File: config.mk
export PLATFORM = sky130hd
export DESIGN_NAME = deadzone_coefficient_dequantizer_core_flat
export DESIGN_NICKNAME = d
export VERILOG_FILES = /design/src/dzq_pkg.sv /design/src/dzq_if.sv /design/src/dzq_cfg_regs.sv /design/src/dzq_mul.sv /design/src/dzq_sum_sat.sv /design/src/deadzone_coefficient_dequantizer_core.sv /design/src/flat_wrapper.sv
export SDC_FILE = /design/constraint.sdc
export NUM_CORES = 1
export LEC_CHECK = 0
export ABC_CLOCK_PERIOD_IN_PS = 12920
export BUFFER_PORTS_ARGS = -buffer_cell sky130_fd_sc_hd__buf_2
export CAP_MARGIN = 0
export CORE_MARGIN = 3
export CORE_UTILIZATION = 60
export CTS_BUF_LIST = sky130_fd_sc_hd__clkbuf_16
export CTS_CLUSTER_DIAMETER = 50
export DETAILED_ROUTE_END_ITERATION = 8
export GPL_TIMING_DRIVEN = 0
export PLACE_DENSITY = 0.86
export SLEW_MARGIN = 10
export SYNTH_ARGS = -nofsm -noshare
export SYNTH_HDL_FRONTEND = slang
export SYNTH_HIERARCHICAL = 1
export SYNTH_SLANG_ARGS = --single-unit
export TNS_END_PERCENT = 5
File: constraint.sdc
create_clock -name clk -period 12.92 [get_ports clk]
set_input_delay 0.646 -clock clk [delete_from_list [all_inputs] [get_ports clk]]
set_output_delay 0.646 -clock clk [all_outputs]
set_load 0.05 [all_outputs]
File: src/dzq_pkg.sv
`timescale 1ns / 1ps
`default_nettype none
// ----------------------------------------------------------------------------
// dzq_pkg
// Shared types and constants for the dead-zone coefficient dequantizer.
// ----------------------------------------------------------------------------
package dzq_pkg;

  localparam int CoefW    = 16;
  localparam int StepW    = 15;
  localparam int OffW     = 16;
  localparam int OffEffW  = OffW + 1;
  localparam int ProdW    = 31;
  localparam int SumW     = 32;
  localparam int CfgIdxW  = 2;
  localparam int CfgDataW = 16;

  localparam logic [StepW-1:0]       StepReset = StepW'(1);
  localparam logic signed [OffW-1:0] OffReset  = '0;

  localparam logic signed [SumW-1:0]  SatHiWide = 32'sd32767;
  localparam logic signed [SumW-1:0]  SatLoWide = -32'sd32768;
  localparam logic signed [CoefW-1:0] SatHi     = 16'sh7fff;
  localparam logic signed [CoefW-1:0] SatLo     = 16'sh8000;

  typedef enum logic [CfgIdxW-1:0] {
    CFG_STEP_TEMPORAL   = 2'd0,
    CFG_OFFSET_TEMPORAL = 2'd1,
    CFG_STEP_INTRA      = 2'd2,
    CFG_OFFSET_INTRA    = 2'd3
  } cfg_idx_t;

  typedef struct packed {
    logic [StepW-1:0]       step_temporal;
    logic signed [OffW-1:0] offset_temporal;
    logic [StepW-1:0]       step_intra;
    logic signed [OffW-1:0] offset_intra;
  } dzq_cfg_t;

  typedef struct packed {
    logic signed [ProdW-1:0]   prod;
    logic signed [OffEffW-1:0] off_eff;
  } dzq_prod_t;

endpackage
`default_nettype wire

File: src/dzq_if.sv
`timescale 1ns / 1ps
`default_nettype none
// ----------------------------------------------------------------------------
// dzq_in_if / dzq_out_if
// Valid/ready channels for coefficient beats and dequantized beats.
// ----------------------------------------------------------------------------
interface dzq_in_if;
  logic                                valid;
  logic                                ready;
  logic signed [dzq_pkg::CoefW-1:0]    coefficient;
  logic                                temporal_flag;

  modport source (output valid, output coefficient, output temporal_flag, input ready);
  modport sink   (input valid, input coefficient, input temporal_flag, output ready);
endinterface

interface dzq_out_if;
  logic                                valid;
  logic                                ready;
  logic signed [dzq_pkg::CoefW-1:0]    dequantized;

  modport source (output valid, output dequantized, input ready);
  modport sink   (input valid, input dequantized, output ready);
endinterface
`default_nettype wire

File: src/dzq_cfg_regs.sv
`timescale 1ns / 1ps
`default_nettype none
// ----------------------------------------------------------------------------
// dzq_cfg_regs
// Step-width and offset register file, written through a plain write port.
// ----------------------------------------------------------------------------
module dzq_cfg_regs (
  input  wire logic                          clk,
  input  wire logic                          rst_n,
  input  wire logic                          cfg_we,
  input  wire logic [dzq_pkg::CfgIdxW-1:0]   cfg_idx,
  input  wire logic [dzq_pkg::CfgDataW-1:0]  cfg_data,
  output dzq_pkg::dzq_cfg_t                  cfg
);

  dzq_pkg::dzq_cfg_t cfg_r;
  dzq_pkg::dzq_cfg_t cfg_nxt;

  always_comb begin
    cfg_nxt = cfg_r;
    if (cfg_we) begin
      case (dzq_pkg::cfg_idx_t'(cfg_idx))
        dzq_pkg::CFG_STEP_TEMPORAL:   cfg_nxt.step_temporal   = cfg_data[dzq_pkg::StepW-1:0];
        dzq_pkg::CFG_OFFSET_TEMPORAL: cfg_nxt.offset_temporal = $signed(cfg_data);
        dzq_pkg::CFG_STEP_INTRA:      cfg_nxt.step_intra      = cfg_data[dzq_pkg::StepW-1:0];
        dzq_pkg::CFG_OFFSET_INTRA:    cfg_nxt.offset_intra    = $signed(cfg_data);
        default:                      cfg_nxt = cfg_r;
      endcase
    end
  end

  always_ff @(posedge clk) begin
    if (!rst_n) begin
      cfg_r.step_temporal   <= dzq_pkg::StepReset;
      cfg_r.offset_temporal <= dzq_pkg::OffReset;
      cfg_r.step_intra      <= dzq_pkg::StepReset;
      cfg_r.offset_intra    <= dzq_pkg::OffReset;
    end else begin
      cfg_r <= cfg_nxt;
    end
  end

  assign cfg = cfg_r;

endmodule
`default_nettype wire

File: src/dzq_mul.sv
`timescale 1ns / 1ps
`default_nettype none
// ----------------------------------------------------------------------------
// dzq_mul
// Stage 1 selects the register pair and signs the offset; stage 2 forms the
// coefficient times step-width product.
// ----------------------------------------------------------------------------
module dzq_mul (
  input  wire logic          clk,
  input  wire logic          rst_n,
  input  wire dzq_pkg::dzq_cfg_t cfg,
  dzq_in_if.sink             in_if,
  output logic               prod_valid,
  input  wire logic          prod_ready,
  output dzq_pkg::dzq_prod_t prod_data
);

  logic                                  s1_valid_r;
  logic signed [dzq_pkg::CoefW-1:0]      s1_coef_r;
  logic [dzq_pkg::StepW-1:0]             s1_step_r;
  logic signed [dzq_pkg::OffEffW-1:0]    s1_off_r;
  logic signed [dzq_pkg::OffEffW-1:0]    s1_off_nxt;
  logic signed [dzq_pkg::OffW-1:0]       off_sel;
  logic signed [dzq_pkg::OffEffW-1:0]    off_wide;
  logic                                  s1_ready;

  logic                                  s2_valid_r;
  dzq_pkg::dzq_prod_t                    s2_data_r;
  dzq_pkg::dzq_prod_t                    s2_data_nxt;
  logic signed [dzq_pkg::SumW-1:0]       prod_full;
  logic                                  s2_ready;

  assign s2_ready    = !s2_valid_r || prod_ready;
  assign s1_ready    = !s1_valid_r || s2_ready;
  assign in_if.ready = s1_ready;

  // sign the offset by the coefficient's sign; zero coefficient gets none
  always_comb begin
    off_sel  = in_if.temporal_flag ? cfg.offset_temporal : cfg.offset_intra;
    off_wide = {off_sel[dzq_pkg::OffW-1], off_sel};
    if (in_if.coefficient == '0) begin
      s1_off_nxt = '0;
    end else if (in_if.coefficient[dzq_pkg::CoefW-1]) begin
      s1_off_nxt = -off_wide;
    end else begin
      s1_off_nxt = off_wide;
    end
  end

  always_ff @(posedge clk) begin
    if (!rst_n) begin
      s1_valid_r <= 1'b0;
    end else if (s1_ready) begin
      s1_valid_r <= in_if.valid;
    end
  end

  always_ff @(posedge clk) begin
    if (s1_ready && in_if.valid) begin
      s1_coef_r <= in_if.coefficient;
      s1_step_r <= in_if.temporal_flag ? cfg.step_temporal : cfg.step_intra;
      s1_off_r  <= s1_off_nxt;
    end
  end

  always_comb begin
    prod_full           = dzq_pkg::SumW'(s1_coef_r) *
                          dzq_pkg::SumW'($signed({1'b0, s1_step_r}));
    s2_data_nxt.prod    = prod_full[dzq_pkg::ProdW-1:0];
    s2_data_nxt.off_eff = s1_off_r;
  end

  always_ff @(posedge clk) begin
    if (!rst_n) begin
      s2_valid_r <= 1'b0;
    end else if (s2_ready) begin
      s2_valid_r <= s1_valid_r;
    end
  end

  always_ff @(posedge clk) begin
    if (s2_ready && s1_valid_r) begin
      s2_data_r <= s2_data_nxt;
    end
  end

  assign prod_valid = s2_valid_r;
  assign prod_data  = s2_data_r;

endmodule
`default_nettype wire

File: src/dzq_sum_sat.sv
`timescale 1ns / 1ps
`default_nettype none
// ----------------------------------------------------------------------------
// dzq_sum_sat
// Stage 3 adds the signed offset to the product; stage 4 clamps the sum to
// signed 16 bits and holds the result beat.
// ----------------------------------------------------------------------------
module dzq_sum_sat (
  input  wire logic          clk,
  input  wire logic          rst_n,
  input  wire logic          prod_valid,
  output logic               prod_ready,
  input  wire dzq_pkg::dzq_prod_t prod_data,
  dzq_out_if.source          out_if
);

  logic                               s3_valid_r;
  logic signed [dzq_pkg::SumW-1:0]    s3_sum_r;
  logic signed [dzq_pkg::SumW-1:0]    s3_sum_nxt;
  logic                               s3_ready;

  logic                               s4_valid_r;
  logic signed [dzq_pkg::CoefW-1:0]   s4_res_r;
  logic signed [dzq_pkg::CoefW-1:0]   s4_res_nxt;
  logic                               s4_ready;

  assign s4_ready   = !s4_valid_r || out_if.ready;
  assign s3_ready   = !s3_valid_r || s4_ready;
  assign prod_ready = s3_ready;

  assign s3_sum_nxt =
    {{(dzq_pkg::SumW-dzq_pkg::ProdW){prod_data.prod[dzq_pkg::ProdW-1]}}, prod_data.prod} +
    {{(dzq_pkg::SumW-dzq_pkg::OffEffW){prod_data.off_eff[dzq_pkg::OffEffW-1]}},
     prod_data.off_eff};

  always_ff @(posedge clk) begin
    if (!rst_n) begin
      s3_valid_r <= 1'b0;
    end else if (s3_ready) begin
      s3_valid_r <= prod_valid;
    end
  end

  always_ff @(posedge clk) begin
    if (s3_ready && prod_valid) begin
      s3_sum_r <= s3_sum_nxt;
    end
  end

  always_comb begin
    if (s3_sum_r > dzq_pkg::SatHiWide) begin
      s4_res_nxt = dzq_pkg::SatHi;
    end else if (s3_sum_r < dzq_pkg::SatLoWide) begin
      s4_res_nxt = dzq_pkg::SatLo;
    end else begin
      s4_res_nxt = s3_sum_r[dzq_pkg::CoefW-1:0];
    end
  end

  always_ff @(posedge clk) begin
    if (!rst_n) begin
      s4_valid_r <= 1'b0;
    end else if (s4_ready) begin
      s4_valid_r <= s3_valid_r;
    end
  end

  always_ff @(posedge clk) begin
    if (s4_ready && s3_valid_r) begin
      s4_res_r <= s4_res_nxt;
    end
  end

  assign out_if.valid       = s4_valid_r;
  assign out_if.dequantized = s4_res_r;

endmodule
`default_nettype wire

File: src/deadzone_coefficient_dequantizer_core.sv
`timescale 1ns / 1ps
`default_nettype none
// ----------------------------------------------------------------------------
// deadzone_coefficient_dequantizer_core
// Dead-zone inverse quantizer for signed 16-bit residual coefficients.
//
// in_if carries one coefficient and its temporal-prediction flag per beat;
// out_if returns the dequantized coefficient, saturated to signed 16 bits,
// one beat per input beat and in the same order. The flag picks the temporal
// or the intra step-width/offset pair from the cfg_ write port (index 0 step
// temporal, 1 offset temporal, 2 step intra, 3 offset intra).
// Each beat passes the registered stages pair select, multiply, offset add and
// saturate, in that order. One beat is accepted every cycle while the receiver
// takes results; every stage takes a new beat each cycle.
// When the receiver stalls, each stage holds its beat and in_if.ready drops
// only once the pipeline is full. Reset empties the pipeline and loads step
// widths of 1 and offsets of 0. Write the registers only while idle.
// ----------------------------------------------------------------------------
module deadzone_coefficient_dequantizer_core (
  input  wire logic                          clk,
  input  wire logic                          rst_n,
  input  wire logic                          cfg_we,
  input  wire logic [dzq_pkg::CfgIdxW-1:0]   cfg_idx,
  input  wire logic [dzq_pkg::CfgDataW-1:0]  cfg_data,
  dzq_in_if.sink                             in_if,
  dzq_out_if.source                          out_if
);

  dzq_pkg::dzq_cfg_t  cfg;
  logic               prod_valid;
  logic               prod_ready;
  dzq_pkg::dzq_prod_t prod_data;

  dzq_cfg_regs u_cfg_regs (
    .clk      (clk),
    .rst_n    (rst_n),
    .cfg_we   (cfg_we),
    .cfg_idx  (cfg_idx),
    .cfg_data (cfg_data),
    .cfg      (cfg)
  );

  dzq_mul u_mul (
    .clk        (clk),
    .rst_n      (rst_n),
    .cfg        (cfg),
    .in_if      (in_if),
    .prod_valid (prod_valid),
    .prod_ready (prod_ready),
    .prod_data  (prod_data)
  );

  dzq_sum_sat u_sum_sat (
    .clk        (clk),
    .rst_n      (rst_n),
    .prod_valid (prod_valid),
    .prod_ready (prod_ready),
    .prod_data  (prod_data),
    .out_if     (out_if)
  );

endmodule
`default_nettype wire
File: src/flat_wrapper.sv
// flat-port wrapper written by rule: the top's interface ports become plain ports
module deadzone_coefficient_dequantizer_core_flat 
  (clk, rst_n, cfg_we, cfg_idx, cfg_data, in_if_valid, in_if_coefficient, in_if_temporal_flag, in_if_ready, out_if_valid, out_if_dequantized, out_if_ready);
  dzq_in_if in_if_i ();
  dzq_out_if out_if_i ();
  input  wire logic clk;
  input  wire logic rst_n;
  input  wire logic cfg_we;
  input  wire logic [dzq_pkg::CfgIdxW-1:0] cfg_idx;
  input  wire logic [dzq_pkg::CfgDataW-1:0] cfg_data;
  input wire logic [$bits(in_if_i.valid)-1:0] in_if_valid;
  input wire logic [$bits(in_if_i.coefficient)-1:0] in_if_coefficient;
  input wire logic [$bits(in_if_i.temporal_flag)-1:0] in_if_temporal_flag;
  output wire logic [$bits(in_if_i.ready)-1:0] in_if_ready;
  output wire logic [$bits(out_if_i.valid)-1:0] out_if_valid;
  output wire logic [$bits(out_if_i.dequantized)-1:0] out_if_dequantized;
  input wire logic [$bits(out_if_i.ready)-1:0] out_if_ready;
  assign in_if_i.valid = in_if_valid;
  assign in_if_i.coefficient = in_if_coefficient;
  assign in_if_i.temporal_flag = in_if_temporal_flag;
  assign in_if_ready = in_if_i.ready;
  assign out_if_valid = out_if_i.valid;
  assign out_if_dequantized = out_if_i.dequantized;
  assign out_if_i.ready = out_if_ready;
  deadzone_coefficient_dequantizer_core u_core (.clk(clk), .rst_n(rst_n), .cfg_we(cfg_we), .cfg_idx(cfg_idx), .cfg_data(cfg_data), .in_if(in_if_i), .out_if(out_if_i));
endmodule
; ---- After elaboration in Yosys (flattened, before gate mapping)
; Cells that the tools add are included.
[totals]
wordCells = 45
register_bits = 210
input_bits = 40
out_inout_bits = 18
[op_classes]
add_sub_neg = 2
n_lt_le_gt_ge = 2
n_reduce_logical = 18
n_eq_ne = 3
n_mux = 4
multipliers = 1
[op_table]
columns = cell, count
row1 = adder 31 x 17 -> 32 bit, 1
row2 = "> comparator 32 x 16 -> 1 bit, second input constant", 1
row3 = "less-than comparator 32 x 16 -> 1 bit, second input constant", 1
row4 = 2-to-1 mux 16 bit, 2
row5 = multiplier 16 x 16 -> 31 bit, 1
row6 = 2-to-1 mux 17 bit, 1
row7 = negator 16 -> 17 bit, 1
row8 = zero test 16 bit, 1
row9 = 2-to-1 mux 15 bit, 1
row10 = AND reduction 2 bit, 4
row11 = "== test 2 bit, second input constant", 2
row12 = logical AND 1 bit, 4
row13 = zero test 1 bit, 4
row14 = logical OR 1 bit, 4
row15 = "== test 2 x 1 -> 1 bit, second input constant", 1
row16 = zero test 2 bit, 1

; ---- Longest topological paths before layout
; Gate-level depths: netlist of run 1.
[logic_depth]
word_depth = 6
ltp_mapped = 23
ltp_nobuf = 22

; ---- Hierarchy
; The synthesis of run 1 kept the hierarchy.
[by_module_without_submodules]
columns = module, area_per_inst_um2, seq_area_each_um2, n_inst, cells_each
row1 = dzq_mul, 13145.1, 2922.8, 1, 1267
row2 = dzq_sum_sat, 3325.7, 1481.4, 1, 308
row3 = dzq_cfg_regs, 2314.7, 1241.2, 1, 223

; ---- Worst setup path after synthesis of run 1
; No wires, ideal clock.
[synth_path]
path_type = register -> register
start = register u_core/u_mul/s1_coef_r[15] (netlist name)
end = register u_core.u_mul.s2_data_r, in the netlist u_core/u_mul/prod_data[47] (data pin)
path_buffers = 1
setup_slack_ns = 6.959
required_ns = 12.746
period_less_slack_ns = 5.961
stages_incl_launch_ff = 21
setup_time_ns = 0.174
t_arrival_ns = 5.787
path_cell_list = edfxtp_1 -> clkbuf_1 -> nand2_1 -> inv_1 -> fa_1 -> inv_1 -> fa_1 -> inv_1 -> fa_1 -> fa_1 -> fa_1 -> inv_1 -> fa_1 -> inv_1 -> ha_1 -> a21o_1 -> a21oi_1 -> o21ai_0 -> a221oi_2 -> nor3_1 -> a311oi_1
[synth_via]
elab_chain_len = 1
[synth_rtl]
columns = item, line
row1 = "start, declared", dzq_mul.sv:19  ; logic signed [dzq_pkg::CoefW-1:0] s1_coef_r;
row2 = "start signal, assigned", dzq_mul.sv:60  ; s1_coef_r <= in_if.coefficient;
row3 = multiplier 16 x 16 -> 31 bit, dzq_mul.sv:67  ; prod_full = dzq_pkg::SumW'(s1_coef_r) *
row4 = "net u_core.u_mul.prod_full, one bit", dzq_mul.sv:30  ; logic signed [dzq_pkg::SumW-1:0] prod_full;
row5 = "end signal, assigned", dzq_mul.sv:83  ; s2_data_r <= s2_data_nxt;
row6 = "end, declared", dzq_mul.sv:28  ; dzq_pkg::dzq_prod_t s2_data_r;
; The timed path passes the listed nets, and every way through them passes these cells.
; A chain may end at the register's enable or synchronous reset.

; ---- Final worst setup path of run 1
; Same ends and word-level chain as after synthesis.

==> flow_metrics.py, run 1 <==
metrics = {
    "outcome": {
        "status": "finished clean",
    },
    "detailed_routing": {
        "viasPerCell": 5.61,
        "drtAntennaViolNets": 0,
        "wl_um": 41700,
        "top_layer_used": "met4",
        "dr_total_vias": 12849,
        "wl_met1_um": 16800,
        "drt_pre_antenna_iters": 6,
        "drt-initial-drc-count": 967,
        "wl_met3_um": 3650,
        "drc": 0,
        "routedWlPerCell_um": 18.2,
        "wl_met2_um": 19400,
    },
    "synthesis": {
        "synthMuxAreaShare": 0.0507,
        "synth_edf_count": 144,
        "synth_compound_area_frac": 0.0761,
        "syn_nets": 2191,
        "synth_ff_type": "edfxtp_1",
        "ys_ff_latch": 210,
        "syn-cell-area_sq_um": 18800,
        "synth_top_family_by_area": "adder cells",
        "ys_warn_count": 6,
        "synth_commonest_cells": "inv_1 (301), fa_1 (242), nand2_1 (236)",
        "synthArstFlopShare": 0,
        "yosysTopAreaCell": "fa_1",
        "synth_most_common_cell": "inv_1",
        "postSynthAreaPerCell_sq_um": 10.4,
        "synth_top_area_frac": 0.258,
        "yosysUniqueCellTypes": 73,
        "synth_cells": 1798,
        "synth_xor_area_frac": 0.0354,
        "yosysSeqAreaShare": 0.301,
        "synth-simple-area-share": 0.129,
        "yosys.area_share.adder": 0.332,
        "synth_area_leaders": "fa_1 (26%), edfxtp_1 (23%), ha_1 (7.4%)",
    },
    "timing": {
        "drv_slew": 0,
        "min_period_over_period": 0.540,
        "min_period_ns": 6.98,
        "hold_ws_ns": 0.327,
        "rsz0062_at_grt": "false",
        "max_freq_mhz": 143,
        "tns_ns": 0,
        "fin_skew_ns": 0.0108,
        "tightest_slew_ns": 1.16,
        "relSlewSlack": 0.215,
        "setup_viol": 0,
        "hold_violations": 0,
    },
    "power_and_ir_drop": {
        "leakage_nw": 9.35,
        "switchingPower_mw": 2.70,
        "seqPwrFrac": 0.181,
        "peakVddDrop_mv": 0.238,
        "p_int_mw": 3.26,
        "p_sw_frac": 0.453,
        "clock_power_share": 0.115,
        "power.density_nw_per_um2": 292,
        "combPwrFrac": 0.704,
        "power.total_mw": 5.97,
    },
    "placement": {
        "gp_congestion": 0.996,
        "hpwlAfterDp_um": 33700,
        "placedCellCount": 2252,
        "io_buffers": 56,
    },
    "setup_path": {
        "path_common_cell": "fa_1",
        "worstSetupPathType": "flop to flop",
        "critPathTopFamily": "adder cells",
        "cpPeakStageDelay_ns": 0.54,
        "crit_chain": "clkbuf_1 -> nand2_1 -> inv_1 -> fa_1 -> inv_1 -> fa_1 -> inv_1 -> fa_1 -> fa_1 -> fa_1 -> inv_1 -> fa_1 -> inv_1 -> ha_1 -> a21o_1 -> a21oi_1 -> o21ai_0 -> a221oi_2 -> nor3_1 -> a311oi_1",
        "start_kind": "flop",
        "slowest_stage": "fa_1",
        "crit_buf_inv": 6,
        "crit_arrival_ns": 7.26,
        "cp.required_ns": 13.21,
        "endpoint_kind": "flop",
        "path_max_fanout": 10,
    },
    "cts": {
        "tritoncts": "yes",
        "cts_resized": 0,
        "ctsHtreeMaxLevel": 1,
        "postCtsSetupRepairBufs": 0,
        "max-clock-path-buffers": 3,
        "cts-root-buf": "clkbuf_16",
        "postCtsHoldBufs": 0,
        "cts_num_sinks": 210,
        "path_clk_slew_ns": 0.06,
        "cts_buffers": 22,
        "clk_latency_ns": 0.52,
    },
    "die": {
        "start_util": 0.611,
        "dieWidth_um": 183,
        "die_h_um": 183,
        "die-area_sq_um": 33500,
        "row_count": 64,
        "core_area_sq_um": 30700,
        "io_pins": 58,
    },
    "grt": {
        "antenna_found_initial": 0,
        "grt_first_pass_wirelength_um": 68300,
        "grt_use_total": 0.256,
        "grt_pass1_vias": 13499,
        "grt_max_degree": 36,
        "globalRoute.totalOverflow": 0,
    },
    "layout": {
        "fillCellCount": 2356,
        "instances_no_fill": 2292,
        "diodes": 0,
        "drive_above_1_share": 0.0839,
        "nets": 2273,
        "layout-area-overhead-vs-synth_pct": 8.74,
        "post-route-util": 0.664,
    },
    "flow_run": {
        "drv_cap": 0,
    },
    "worst_hold_path": {
        "hp-class": "input port to flop",
    },
}
[placed cells by master, fill, tap and decap left out, types with 5 or more instances in the layout]
| cell type | count |
|---|---|
| bufinv_16 | 5 |
| o21ai_0 | 32 |
| clkbuf_16 | 22 |
| a21o_1 | 18 |
| xor2_1 | 19 |
| nor2b_1 | 14 |
| inv_1 | 301 |
| nand2b_1 | 7 |
| and2_1 | 127 |
| mux2_2 | 17 |
| nand3_1 | 11 |
| nor3_1 | 18 |
| buf_2 | 64 |
| dfxtp_1 | 66 |
| clkbuf_1 | 45 |
| ha_1 | 111 |
| o21ai_1 | 5 |
| fa_1 | 242 |
| nor2_1 | 38 |
| o211ai_1 | 11 |
| xnor2_1 | 57 |
| a21oi_1 | 58 |
| edfxtp_1 | 144 |
| buf_6 | 5 |
| nand4_1 | 10 |
| o21bai_1 | 8 |
| mux2i_1 | 76 |
| o21a_1 | 25 |
| nand2_1 | 236 |
| nor4_1 | 10 |
| a211oi_1 | 5 |
[cell families (layout without fill, tap and decap cells)]
group	count (synthesis)	in the layout
AND/OR/NAND/NOR	495	495
buffers and inverters	366	464
adder cells (fa/ha/maj)	353	353
flip-flops	210	210
AO/OA/AOI/OAI	205	205
multiplexers	93	93
XOR/XNOR	76	76
[state kept, by name, summed over array words and instances (netlist names)]
signal                               cells
u_core/u_mul/s1_valid_r                  1
u_core/u_mul/s1_step_r                  15
u_core/u_sum_sat/out_if.dequantized     16
u_core/u_cfg_regs/cfg                   62
u_core/u_sum_sat/s3_sum_r               32
u_core/u_sum_sat/s3_valid_r              1
u_core/u_mul/s1_coef_r                  16
u_core/u_mul/s1_off_r                   17
u_core/u_mul/prod_valid                  1
u_core/u_sum_sat/out_if.valid            1
u_core/u_mul/prod_data                  48
[worst register-to-register path, delay by kind of cell, from the launching register on]
kind	cells	cell delay, ns
adders and majority gates	7	3.40
buffers and inverters	6	1.32
AOI/OAI and AO/OA	5	1.26
DFF	1	0.49
and+or+nand+nor	2	0.27
[routing by layer]
layer,up-vias,track usage
li1,5970,-
met3,127,0.0599
met2,517,0.428
met1,6235,0.331
met5,-,0
met4,0,0.0911
[final timing paths]
check	start	to	slack [ns]	cells past startpoint
max	u_core/u_mul/s1_coef_r[15]	u_core/u_mul/prod_data[47]	5.94	20
min	in_if_coefficient[12]	u_core/u_mul/s1_coef_r[12]	0.33	1
max reg2reg	u_core/u_mul/s1_coef_r[15]	u_core/u_mul/prod_data[47]	5.94	20
min reg2reg	u_core/u_mul/s1_off_r[8]	u_core/u_mul/prod_data[8]	0.41	0
[per-stage QoR]
| step | instance area (sq um) | worst slack, ns |
|---|---|---|
| after global routing | 20400 | 5.61 |
| after detailed placement | 19600 | 6.01 |
| after floorplan | 18800 | 6.96 |
| final | 20400 | 5.94 |
| after global placement | 19600 | 6.13 |
| after CTS | 20400 | 6.01 |
[power groups by stage]
stage                     sequential [mW]  clock, mW  combinational (mW)
after floorplan                      1.08          0                3.37
after global placement               1.09          0                4.02
after detailed placement             1.09          0                4.19
after CTS                            1.08      0.698                4.22
after global routing                 1.09      0.731                4.78
final                                1.08      0.688                4.20
[area by class of cell]
cell class	instances	area, sq um	area share
timing repair buffer	58	320	0.0157
inverter	301	1130	0.0553
buffer	65	314	0.0154
clock inverter	18	263	0.0129
multi-input combinational	1222	11700	0.573
sequential	210	5650	0.276
clock buffer	22	551	0.0270
tap	396	495	0.0243
Power figures use the tool's default switching activity.
==> inputs of run 2 (changes only) <==
--- a/config.mk
+++ b/config.mk
@@ -5,16 +5,16 @@
 export SDC_FILE = /design/constraint.sdc
 export NUM_CORES = 1
 export LEC_CHECK = 0
-export ABC_CLOCK_PERIOD_IN_PS = 12920
+export ABC_CLOCK_PERIOD_IN_PS = 6400
 export BUFFER_PORTS_ARGS = -buffer_cell sky130_fd_sc_hd__buf_2
 export CAP_MARGIN = 0
 export CORE_MARGIN = 3
-export CORE_UTILIZATION = 60
+export CORE_UTILIZATION = 58
 export CTS_BUF_LIST = sky130_fd_sc_hd__clkbuf_16
 export CTS_CLUSTER_DIAMETER = 50
 export DETAILED_ROUTE_END_ITERATION = 8
 export GPL_TIMING_DRIVEN = 0
-export PLACE_DENSITY = 0.86
+export PLACE_DENSITY = 0.87
 export SLEW_MARGIN = 10
 export SYNTH_ARGS = -nofsm -noshare
 export SYNTH_HDL_FRONTEND = slang
==> constraint.sdc (replaced) <==
create_clock -name clk -period 6.4 [get_ports clk]
set_input_delay 0.32 -clock clk [delete_from_list [all_inputs] [get_ports clk]]
set_output_delay 0.32 -clock clk [all_outputs]
set_load 0.05 [all_outputs]
==> run 2 against run 1 <==
  * Fmax grew 12%
  * Count of clock-buffer cells in the layout grew 4
  * Via count rose by 2.0%
  * Final cell count increased by 2.2%
  * Worst setup slack got worse by 5.8 ns
  * Clock skew increased by 0.013 ns
  * Critical path depth shrank 1
  * First-iteration DRC count up 3.0%
  * Routed wire length up 2.8%
  * Register-to-register slack worse by 5.8 ns
  * Critical path type unchanged
  * Highest routed layer is now met5
==> flow_metrics.py, run 2 (synthesized netlist as in run 1, its figures left out) <==
metrics = {
    "outcome": {
        "status": "finished clean",
    },
    "setup_path": {
        "worstSetupPathType": "flop to flop",
        "path_common_cell": "fa_1",
        "rr_worst_depth": 19,
        "crit_arrival_ns": 6.52,
        "start_kind": "flop",
        "path_max_fanout": 10,
        "slowest_stage": "fa_1",
        "cpPeakStageDelay_ns": 0.61,
        "endpoint_kind": "flop",
        "cp.required_ns": 6.68,
        "crit_chain": "clkbuf_2 -> nand2_1 -> fa_1 -> inv_1 -> fa_1 -> fa_1 -> fa_1 -> fa_1 -> inv_1 -> fa_1 -> inv_1 -> ha_2 -> o21ai_1 -> a21oi_1 -> o21ai_1 -> a41oi_4 -> a221oi_2 -> buf_4 -> xnor2_1",
    },
    "grt": {
        "globalRoute.totalOverflow": 0,
        "grt_max_degree": 39,
        "grt_pass1_vias": 13805,
        "grt_use_total": 0.259,
        "antenna_found_initial": 1,
        "grt_first_pass_wirelength_um": 70500,
    },
    "cts": {
        "cts_num_sinks": 210,
        "clk_latency_ns": 0.53,
        "cts-root-buf": "clkbuf_16",
        "ctsHtreeMaxLevel": 1,
        "max-clock-path-buffers": 3,
        "tritoncts": "yes",
        "path_clk_slew_ns": 0.06,
        "cts_buffers": 26,
    },
    "layout": {
        "final_area_sq_um": 20900,
        "multi_input_area_sq_um": 11800,
        "mostFrequentLayoutCell": "inv_1",
        "drive_above_1_share": 0.115,
        "instances_no_fill": 2342,
        "nets": 2313,
        "seq_area_sq_um": 5650,
        "fillCellCount": 2418,
        "final_cell_mix": "inv_1 (303), fa_1 (241), nand2_1 (236)",
        "largest_reg_flops": 62,
        "layout-area-overhead-vs-synth_pct": 11.4,
    },
    "worst_hold_path": {
        "whs_path_depth": 3,
        "hp-class": "input port to flop",
    },
    "timing": {
        "tightest_slew_ns": 0.989,
        "min_period_ns": 6.24,
        "relSlewSlack": 0.339,
        "max_freq_mhz": 160,
        "hold_violations": 0,
        "setup_viol": 0,
        "drv_slew": 0,
        "tns_ns": 0,
        "min_period_over_period": 0.975,
        "fin_skew_ns": 0.0237,
    },
    "detailed_routing": {
        "routedWlPerCell_um": 18.3,
        "wl_um": 42800,
        "drt-initial-drc-count": 996,
        "viasPerCell": 5.60,
        "dr_total_vias": 13112,
        "drc": 0,
        "drt_pre_antenna_iters": 5,
        "drtAntennaViolNets": 0,
    },
    "die": {
        "io_pins": 58,
        "start_util": 0.592,
        "die_h_um": 186,
        "die-area_sq_um": 34600,
        "dieWidth_um": 186,
        "core_area_sq_um": 31700,
        "row_count": 65,
    },
    "placement": {
        "hpwlAfterDp_um": 33500,
        "io_buffers": 56,
        "gp_congestion": 0.989,
        "placedCellCount": 2258,
        "placed_cell_area_sq_um": 19600,
    },
    "flow_run": {
        "drv_cap": 0,
    },
}
run 2: changes by cell type in the layout (fill, tap and decap cells not counted), sizes merged, moves of 4 or more:
cell | previous run | this run
inv | 302 | 310
clkbuf | 67 | 63
bufinv | 5 | 1
dlygate4sd3 | 0 | 16
buf | 78 | 106
run 2: path summary, 6_finish.rpt:
path,start,slack (ns),endpoint
worst max-delay path,u_core/u_mul/s1_step_r[9],0.16,u_core/u_mul/prod_data[45]
worst min-delay path,in_if_valid,0.04,u_core/u_mul/s1_valid_r
worst max register to register,u_core/u_mul/s1_step_r[9],0.16,u_core/u_mul/prod_data[45]
worst min register to register,u_core/u_mul/s1_off_r[7],0.41,u_core/u_mul/prod_data[7]
run 2: cell type report:
cell class / instances / area share
inverters: 301 / 0.0542
clock buffers: 26 / 0.0311
clock inverters: 21 / 0.00933
repair buffers: 95 / 0.0305
multi-input cells: 1222 / 0.564
flip-flops and latches: 210 / 0.270
plain buffers: 64 / 0.0170
well taps: 402 / 0.0240
diodes: 1 / 0.000120
run 2: what timing repair did:
| item | CTS | global route |
|---|---|---|
| resized for setup | 23 | 45 |
| setup endpoints to repair | 7 | 9 |
| hold buffers | 16 | 0 |
| buffers inserted | 7 | 14 |
| gates cloned | 0 | 0 |
| endpoints found under the hold margin | 16 | 0 |
| pin swaps | 3 | 6 |
run 2: critical path: cells and delay by family (launching register included):
kind / cells / cell delay [ns]
AND/OR/NAND/NOR: 1 / 0.13
flip-flops: 1 / 0.53
AO/OA/AOI/OAI: 5 / 0.98
XOR/XNOR: 1 / 0.06
adder cells (fa/ha/maj): 7 / 3.57
buffers and inverters: 5 / 0.72
run 2: metrics by stage:
stage	worst slack, ns	hold slack (ns)	util
5_1_grt	-0.0425	0.0362	0.659
2_1_floorplan	0.439	0.400	-
4_1_cts	0.00333	0.0154	0.653
3_3_place_gp	-0.487	0.406	0.617
3_5_place_dp	-0.576	0.405	0.619
6_report	0.161	0.0450	0.660
run 2: layer usage:
layer / track usage / up-vias / routed length (um)
met5: 0 / - / 13
met4: 0.0754 / 2 / 1420
met3: 0.0448 / 106 / 3210
met2: 0.441 / 511 / 20500
met1: 0.345 / 6437 / 17600
li1: - / 6056 / -
Power of run 2 is not shown: default switching activity piles up to over one toggle a cycle in this logic, so the estimate is an artifact.
==> inputs of run 3 (changes only) <==
--- a/config.mk
+++ b/config.mk
@@ -8,7 +8,7 @@
 export ABC_CLOCK_PERIOD_IN_PS = 6400
 export BUFFER_PORTS_ARGS = -buffer_cell sky130_fd_sc_hd__buf_2
 export CAP_MARGIN = 0
-export CORE_MARGIN = 3
+export CORE_MARGIN = 5
 export CORE_UTILIZATION = 58
 export CTS_BUF_LIST = sky130_fd_sc_hd__clkbuf_16
 export CTS_CLUSTER_DIAMETER = 50
==> run 3 against run 2 <==
  * Register-to-register slack better by 0.02 ns
  * Flip-flop and latch count stayed put
  * First-iteration DRC count is 11% lower
  * Worst setup slack better by 0.023 ns
  * Count of clock-buffer cells in the layout is 2 lower
  * Non-clock buffer count stayed put
  * Highest routed layer unchanged
==> flow_metrics.py, run 3 (synthesized netlist as in run 1, its figures left out) <==
metrics = {
    "die": {
        "dieWidth_um": 190,
        "core_area_sq_um": 32300,
        "start_util": 0.582,
        "die_h_um": 190,
        "io_pins": 58,
        "row_count": 66,
        "die-area_sq_um": 36100,
    },
    "setup_path": {
        "worstSetupPathType": "flop to flop",
        "path_common_cell": "fa_1",
        "crit_arrival_ns": 6.55,
        "path_max_fanout": 6,
        "crit_chain": "buf_4 -> buf_4 -> and2_1 -> fa_1 -> inv_1 -> fa_2 -> clkinvlp_4 -> buf_4 -> fa_1 -> fa_1 -> fa_1 -> inv_1 -> fa_1 -> inv_1 -> ha_4 -> a21o_1 -> a21oi_2 -> o21ai_1 -> a221oi_4 -> nor3_2 -> a311oi_2",
        "cpPeakStageDelay_ns": 0.57,
        "endpoint_kind": "flop",
        "r2r_slack_ns": 0.18,
        "start_kind": "flop",
        "cp.required_ns": 6.74,
        "slowest_stage": "fa_1",
    },
    "cts": {
        "clk_latency_ns": 0.51,
        "max-clock-path-buffers": 3,
        "tritoncts": "yes",
        "cts_num_sinks": 210,
        "cts-root-buf": "clkbuf_16",
        "ctsHtreeMaxLevel": 1,
        "cts_buffers": 24,
        "path_clk_slew_ns": 0.06,
    },
    "flow_run": {
        "drv_cap": 0,
    },
    "placement": {
        "io_buffers": 56,
        "gp_congestion": 0.972,
        "placed_cell_area_sq_um": 19700,
        "hpwlAfterDp_um": 32800,
    },
    "grt": {
        "grt_pass1_vias": 13901,
        "grt_max_degree": 39,
        "grt_use_total": 0.240,
        "globalRoute.totalOverflow": 0,
        "grt_first_pass_wirelength_um": 69700,
        "antenna_found_initial": 3,
    },
    "layout": {
        "final_cell_mix": "inv_1 (301), fa_1 (240), nand2_1 (235)",
        "mostFrequentLayoutCell": "inv_1",
        "fillCellCount": 2426,
        "layout-area-overhead-vs-synth_pct": 11.5,
        "multi_input_area_sq_um": 11800,
        "seq_area_sq_um": 5650,
        "largest_reg_flops": 62,
        "post-route-util": 0.649,
        "final_area_sq_um": 21000,
        "nets": 2311,
        "drive_above_1_share": 0.119,
    },
    "timing": {
        "fin_skew_ns": 0.0137,
        "min_period_over_period": 0.971,
        "min_period_ns": 6.22,
        "relSlewSlack": 0.494,
        "tns_ns": 0,
        "setup_viol": 0,
        "drv_slew": 0,
        "tightest_slew_ns": 0.755,
        "hold_violations": 0,
        "max_freq_mhz": 161,
    },
    "outcome": {
        "status": "finished clean",
    },
    "detailed_routing": {
        "drt-initial-drc-count": 889,
        "dr_total_vias": 13146,
        "wl_um": 42100,
        "viasPerCell": 5.53,
        "routedWlPerCell_um": 17.7,
        "drc": 0,
        "drtAntennaViolNets": 0,
        "drt_pre_antenna_iters": 5,
    },
    "worst_hold_path": {
        "hp-class": "input port to flop",
    },
}
-- run 3: stage by stage --
| step | hold slack (ns) | setup slack, ns | std cells |
|---|---|---|---|
| after floorplan | 0.400 | 0.439 | 1798 |
| after global placement | 0.405 | -0.394 | 2296 |
| after detailed placement | 0.405 | -0.468 | 2298 |
| after CTS | 0.000758 | 0.00142 | 2360 |
| after global routing | 0.00497 | -0.0181 | 2378 |
| final | 0.00601 | 0.184 | 2379 |
-- run 3: final timing paths --
path / start / to / cells after the start
worst min register to register: u_core/u_mul/s1_off_r[8] / u_core/u_mul/prod_data[8] / 0
worst max-delay path: u_core/u_mul/s1_coef_r[15] / u_core/u_mul/prod_data[47] / 21
worst max register to register: u_core/u_mul/s1_coef_r[15] / u_core/u_mul/prod_data[47] / 21
worst min-delay path: in_if_coefficient[14] / u_core/u_mul/s1_coef_r[14] / 1
-- run 3: cell type report --
| type | count | area share |
|---|---|---|
| tap | 442 | 0.0264 |
| timing repair buffer | 94 | 0.0294 |
| clock inverter | 20 | 0.0109 |
| clock buffer | 24 | 0.0287 |
| sequential | 210 | 0.269 |
| buffer | 65 | 0.0169 |
| antenna | 1 | 0.000119 |
| multi-input combinational | 1222 | 0.564 |
| inverter | 301 | 0.0541 |
-- run 3: what timing repair did --
item,in CTS,in global routing
pin swaps,2,6
cloned,0,0
endpoints found under the setup margin,6,10
endpoints found under the hold margin,8,2
buffers inserted,10,16
resized for setup,24,46
hold buffers,8,2
-- run 3: metal layers --
| layer | vias to the layer above | GRT usage | routed length, um |
|---|---|---|---|
| li1 | 6046 | - | - |
| met1 | 6416 | 0.321 | 16700 |
| met2 | 565 | 0.398 | 20000 |
| met3 | 117 | 0.0457 | 3840 |
| met4 | 2 | 0.0779 | 1580 |
| met5 | - | 0 | 13 |
-- run 3: critical path, delay by kind of cell (launching register included) --
family,cells,cell delay [ns]
AO/OA/AOI/OAI,5,1.04
buffers and inverters,7,0.82
AND/OR/NAND/NOR,2,0.26
flip-flops,1,0.44
adder cells (fa/ha/maj),7,3.46
Power of run 3 is left out for the same reason.
